<file path="src/rtl/tlht_ram.sv">
module tlht_ram #(
    parameter int WIDTH = 8,
    parameter int DEPTH = 16
) (
    input  logic                     clk,
    input  logic                     we,
    input  logic [$clog2(DEPTH)-1:0] waddr,
    input  logic [WIDTH-1:0]         wdata,
    input  logic [$clog2(DEPTH)-1:0] raddr,
    output logic [WIDTH-1:0]         rdata
);

    logic [WIDTH-1:0] mem [DEPTH];

    always_ff @(posedge clk)
    begin
        if (we)
        begin
            mem[waddr] <= wdata;
        end
        rdata <= mem[raddr];
    end

endmodule

</file>
<file path="config.mk">
export PLATFORM = sky130hd
export DESIGN_NAME = tlht_ram
export DESIGN_NICKNAME = d
export VERILOG_FILES = /design/src/rtl/tlht_ram.sv
export SDC_FILE = /design/constraint.sdc
export NUM_CORES = 1
export LEC_CHECK = 0
export BUFFER_PORTS_ARGS = -buffer_cell sky130_fd_sc_hd__buf_2
export CORE_MARGIN = 1.5
export CORE_UTILIZATION = 45
export DETAILED_ROUTE_END_ITERATION = 16
export PLACE_DENSITY = 0.64
export SLEW_MARGIN = 40
export SYNTH_ARGS = -nofsm -noshare
export SYNTH_HDL_FRONTEND = slang
export SYNTH_SLANG_ARGS = --single-unit
export TNS_END_PERCENT = 5
</file>
<file path="constraint.sdc">
create_clock -name clk -period 2.4 [get_ports clk]
set_clock_uncertainty 0.15 [all_clocks]
set_input_delay 0.24 -clock clk [delete_from_list [all_inputs] [get_ports clk]]
set_output_delay 0.24 -clock clk [all_outputs]
set_load 0.05 [all_outputs]
</file>
==> flow_summary_export.csv, run 1 <==
group,metric,value,unit
outcome,status,"finished clean",
cts,cts_max_level,4,
sta,finalHoldViolCount,0,
finish,post_route_cells_drive_above_1_share,30.6,%
synth,ys_types,19,
route,via_per_inst,5.39,
global_route,antenna_found_initial,0,
sta,fin_crit,1.52,ns
finish,n_fill_cell,816,
synth,syn_avg_cell_area,22.5,sq um
cts,insertion_delay,0.41,ns
sta,drv_slew,0,
power_and_ir_drop,leakagePower,2.08,nW
route,wire_per_inst,20.7,microns
setup_path,path_class,"reg -> reg",
floorplanning,start_util,46.9,%
route,detail-route-antenna-nets,0,
setup_path,crit_path_max_incr_delay,0.50,ns
cts,path_clk_slew,0.05,ns
sta,period_share,63.5,%
setup_path,cp_data_required_time,2.53,ns
setup_path,slowest_stage,"mux4_1",
cts,cts_made_buffers,17,
sta,setup_viol,0,
finish,final_core_util,55.4,%
global_route,grt_use_met1,21.7,%
floorplanning,dieHeight,110,microns
cts,postCtsHoldBufs,0,
global_route,busiest_layer,"met2",
global_route,grt-ovfl-total,0,
cts,tritoncts,"done",
finish,design_area,0.00609,sq mm
synth,ys_seq_elements,136,
sta,clock.fmax,656,MHz
synth,synthesis.area,0.00515,sq mm
floorplanning,rows,38,
route,wirelength,8990,microns
global_route,grt_pass1_wl,14000,microns
global_route,grt_max_degree,33,
global_route,gr-usage-met3,5.45,%
route,dr.pass1.iters,4,
route,drt-initial-drc-count,118,
cts,clockBufferDepth,2,
global_route,grt_pass1_vias,2512,
placement,io_buffers,25,
synth,yosysWarnings,0,
placement,gp_congestion,0.733,
finish,fin_nets,299,
synth,synthCells,229,
sta,max_slew_margin,51.3,%
sta,rsz0062_at_grt,"no",
cts,cts_resized,0,
route,dr_total_vias,2340,
global_route,use_met2,27.8,%
placement,placed_cell_area,0.00552,sq mm
global_route,grt_util_all_layers,17.3,%
cts,cts-root-buf,"clkbuf_16",
setup_path,endpoint_kind,"flop",
setup_path,critical_path.max_fanout,1,
sta,worstMarginPinSlew,0.729,ns
synth,ys_seq_area_share,77.8,%
finish,syn2layout_area_growth,18.3,%
job,drv_cap,0,
floorplanning,dieArea,0.0121,sq mm
synth,synth_fp_nets,247,
floorplanning,die_w,110,microns
floorplanning,pin_count,26,
power_and_ir_drop,ir_drop,0.000449,V
sta,setup_tns,0,ns
placement,place_hpwl,5950,microns
cts,post_cts_buffers,0,
floorplanning,coreArea,0.0110,sq mm
min_path,hold_path_class,"in -> reg",
setup_path,start_kind,"flop",
setup_path,cp_cell_sequence,"mux4_1 -> a22oi_1 -> nand2_1",
setup_path,arrival,1.66,ns
route,drcViolationCount,0,
cts,cts_sinks,136,
power_and_ir_drop,power_density,887,mW/mm^2
setup_path,rrSetupSlack,0.88,ns
finish,diodes,0,
-- registers in the layout (all words and copies together) (netlist names) --
| name | flops |
|---|---|
| mem | 128 |
| rdata | 8 |
-- metal layers --
layer	part of all wire, %	vias up	wire (microns)
met4	1.5	0	132
met3	4.1	9	365
li1	-	1074	-
met1	43	1199	3910
met5	0	-	0
met2	51	58	4590
-- worst max-delay path: cells and delay by family, from the launching register on --
family          cells  cell delay (ns)
simple gates        1             0.08
compound gates      1             0.33
mux                 1             0.50
flops               1             0.34
-- cell usage after synthesis, drive strengths merged --
master / number / area share (%)
edfxtp: 128 / 75
mux4: 32 / 15
a22oi: 16 / 2.3
nor2: 13 / 0.95
nand2: 9 / 0.66
dfxtp: 8 / 3.1
buf: 7 / 1.1
nor3: 4 / 0.39
clkdlybuf4s25: 3 / 0.58
nand2b: 2 / 0.24
nand3b: 2 / 0.29
and2: 1 / 0.12
and2b: 1 / 0.15
nand3: 1 / 0.097
nor2b: 1 / 0.12
or3b: 1 / 0.17
-- area by class of cell --
| cell class | instances | area, sq um | area share (%) |
|---|---|---|---|
| clock buffer | 22 | 464 | 7.63 |
| timing repair buffer | 43 | 285 | 4.69 |
| sequential | 136 | 4000 | 65.8 |
| tap | 140 | 175 | 2.88 |
| clock inverter | 10 | 101 | 1.66 |
| multi-input combinational | 83 | 1060 | 17.4 |
-- cell usage in the layout (no fill, tap or decap) --
cell type / netlist / final
nand2_1: 9 / 9
clkbuf_1: 0 / 3
clkinvlp_4: 0 / 1
buf_12: 0 / 2
nor2_1: 13 / 13
nor3_1: 4 / 4
clkinv_2: 0 / 6
edfxtp_1: 128 / 128
nand2b_1: 2 / 2
clkbuf_8: 0 / 2
nand3b_1: 2 / 2
bufinv_16: 0 / 2
and2b_1: 1 / 1
buf_4: 1 / 16
and2_1: 1 / 1
clkbuf_16: 0 / 17
buf_2: 3 / 25
dfxtp_1: 8 / 8
nand3_1: 1 / 1
mux4_2: 18 / 18
nor2b_1: 1 / 1
a22oi_1: 16 / 16
or3b_2: 1 / 1
clkinv_1: 0 / 1
mux4_1: 14 / 14
-- per-stage QoR --
step	cells	setup WS (ns)	power [mW]	hold WS (ns)
finish	434	0.876	5.40	0.0659
global route	434	0.795	5.57	0.0627
CTS	434	0.873	5.45	0.0457
detailed placement	402	0.499	3.02	0.479
global placement	402	0.501	3.01	0.480
floorplan	229	0.517	2.91	0.189
-- power by group --
group | leakage [nW] | total, mW | switching [mW] | internal (mW)
clock network | 0.281 | 2.44 | 0.871 | 1.57
registers | 1.22 | 2.67 | 0.0140 | 2.66
logic | 0.575 | 0.292 | 0.186 | 0.106
-- worst paths after layout --
check / cells past startpoint / end / start
worst max-delay path: 3 / rdata[1] / mem[1][1]
worst min-delay path: 1 / mem[5][0] / wdata[0]
worst max register to register: 3 / rdata[1] / mem[1][1]
worst min register to register: 3 / rdata[7] / mem[14][7]
-- cell families (layout without fill, tap and decap cells) --
kind of cell	count (synthesis)	after routing	share of synthesized area (%)
compound gates	16	16	2.33
simple gates	35	35	3.18
buf+inv	10	75	1.68
flops	136	136	77.8
mux	32	32	15.0
No activity file was read; power rests on OpenSTA's default activity.
==> inputs of run 2 (changes only) <==
--- a/config.mk
+++ b/config.mk
@@ -9,7 +9,7 @@
 export CORE_MARGIN = 1.5
 export CORE_UTILIZATION = 45
 export DETAILED_ROUTE_END_ITERATION = 16
-export PLACE_DENSITY = 0.64
+export PLACE_DENSITY = 0.66
 export SLEW_MARGIN = 40
 export SYNTH_ARGS = -nofsm -noshare
 export SYNTH_HDL_FRONTEND = slang
==> constraint.sdc (replaced) <==
create_clock -name clk -period 1.3 [get_ports clk]
set_clock_uncertainty 0.15 [all_clocks]
set_input_delay 0.13 -clock clk [delete_from_list [all_inputs] [get_ports clk]]
set_output_delay 0.13 -clock clk [all_outputs]
set_load 0.05 [all_outputs]
==> run 2 against run 1 <==
  * The run now ends with setup timing left
  * Utilization up 3.0 points
  * Total power rose by 87%
  * Sequential power increased by 85%
  * Hold slack improved by 0.040 ns
  * Register-to-register slack got worse by 1.0 ns
  * Via count increased by 8.1%
  * Critical path depth stayed put
==> flow_summary_export.csv, run 2 (synthesis results as in run 1) <==
group,metric,value,unit
outcome,status,"finished, violations left",
outcome,violations,"setup timing",
placement,placedCellCount,420,
job,drv_cap,0,
cts,path_clk_slew,0.06,ns
floorplanning,die_w,110,microns
finish,fin_nets,325,
sta,fin_crit,1.43,ns
floorplanning,coreArea,0.0110,sq mm
finish,top_register,"mem",
floorplanning,start_util,46.9,%
cts,cts_max_level,4,
floorplanning,dieArea,0.0121,sq mm
floorplanning,dieHeight,110,microns
placement,io_buffers,25,
finish,n_fill_cell,783,
route,dr_total_vias,2529,
finish,diodes,0,
cts,cts_made_buffers,17,
setup_path,rrSetupSlack,-0.13,ns
route,detail-route-antenna-nets,0,
cts,insertion_delay,0.41,ns
global_route,grt_pass1_wl,15800,microns
setup_path,crit_end,"rdata[1]",
placement,gp_congestion,0.712,
setup_path,critical_path.max_fanout,1,
global_route,grt_max_degree,19,
floorplanning,rows,38,
placement,placed_cell_area,0.00573,sq mm
cts,tritoncts,"done",
min_path,hold_path_class,"in -> reg",
sta,worstMarginPinSlew,0.553,ns
setup_path,worstReg2RegStart,"mem[0][1]",
sta,clock.fmax,697,MHz
finish,largest_reg_flops,128,
route,dr.pass1.iters,6,
power_and_ir_drop,leakagePower,2.18,nW
route,drcViolationCount,0,
setup_path,endpoint_kind,"flop",
sta,rsz0062_at_grt,"yes",
global_route,antenna_found_initial,0,
finish,final_common_cell,"edfxtp_1",
setup_path,start_kind,"flop",
route,wire_per_inst,22.1,microns
setup_path,path_class,"reg -> reg",
route,via_per_inst,5.50,
sta,layout_setup_ws,-0.134,ns
cts,cts-root-buf,"clkbuf_16",
sta,max_slew_margin,62.9,%
power_and_ir_drop,fin_total_pwr,10.1,mW
finish,final_cell_mix,"edfxtp_1 (128), buf_4 (32), mux4_2 (29)",
setup_path,r2r_end,"rdata[1]",
cts,cts_sinks,136,
power_and_ir_drop,power_density,1570,mW/mm^2
floorplanning,pin_count,26,
global_route,grt_pass1_vias,2685,
cts,clockBufferDepth,2,
global_route,grt-ovfl-total,0,
global_route,grt_util_all_layers,19.1,%
finish,syn2layout_area_growth,24.6,%
sta,period_share,110,%
finish,post_route_cells_drive_above_1_share,44.1,%
setup_path,cp_data_required_time,1.44,ns
finish,stdcell_count,460,
sta,finalHoldViolCount,0,
route,drt-initial-drc-count,253,
setup_path,r2r.worst_path.cells,3,
placement,dp_slack,-0.432,ns
sta,drv_slew,0,
route,wirelength,10200,microns
placement,place_hpwl,6630,microns
finish,design_area,0.00641,sq mm
sta,setup_viol,8,
power_and_ir_drop,ir_drop,0.00106,V
setup_path,crit_start,"mem[0][1]",
sta,setup_tns,-0.738,ns
setup_path,arrival,1.58,ns
finish,top_regs,"mem: 128 flops, rdata: 8 flops",
-- run 2: cell types whose count changed in the layout (fill, tap and decap cells not counted), moves of 8 or more --
cell | before | now
buf_4 | 16 | 32
a22oi_1 | 16 | 5
a22oi_2 | 0 | 11
mux4_1 | 14 | 3
mux4_2 | 18 | 29
dlygate4sd3_1 | 0 | 8
-- run 2: worst min-delay path by stage --
stage,to,startpoint,slack [ns],depth (start not counted)
global placement,mem[6][3],wdata[3],0.37,1
detailed placement,mem[11][7],wdata[7],0.38,1
global route,rdata[3],raddr[2],0.12,4
CTS,mem[0][1],waddr[1],0.11,3
finish,rdata[3],raddr[2],0.11,4
floorplan,mem[0][0],wdata[0],0.08,0
-- run 2: where the power goes --
| group | internal (mW) | switching [mW] |
|---|---|---|
| registers | 4.90 | 0.0346 |
| clock network | 2.66 | 1.84 |
| logic | 0.279 | 0.383 |
-- run 2: repair_timing --
item / 4_1_cts / 5_1_grt
endpoints found under the setup margin: 11 / 10
hold buffers: 8 / 0
hold endpoints to repair: 128 / 0
resized for setup: 23 / 5
buffers inserted: 0 / 0
pin swaps: 11 / 1
-- run 2: final cells by class --
cell class              count  area, sq um  area share [%]
clock buffers              17          425            6.63
multi-input cells          83         1100            17.2
clock inverters            15          141            2.20
well taps                 140          175            2.73
repair buffers             69          567            8.84
flip-flops and latches    136         4000            62.4
-- run 2: through the flow --
stage / utilization, % / hold slack [ns]
2_1_floorplan: - / 0.0789
3_3_place_gp: 52.2 / 0.367
3_5_place_dp: 52.2 / 0.384
4_1_cts: 58.2 / 0.111
5_1_grt: 58.4 / 0.123
6_report: 58.4 / 0.106
-- run 2: worst max-delay path: stages, from the launching register on --
cell	delay, ns
edfxtp_1	0.38
mux4_2	0.47
a22oi_2	0.23
nand2_1	0.09
-- run 2: per-layer routing --
layer / GRT usage, % / up-vias / wire (microns)
met5: 0 / - / 0
met4: 6.96 / 0 / 143
met3: 4.86 / 17 / 511
met2: 29.8 / 102 / 5060
met1: 26.3 / 1292 / 4470
li1: - / 1118 / -
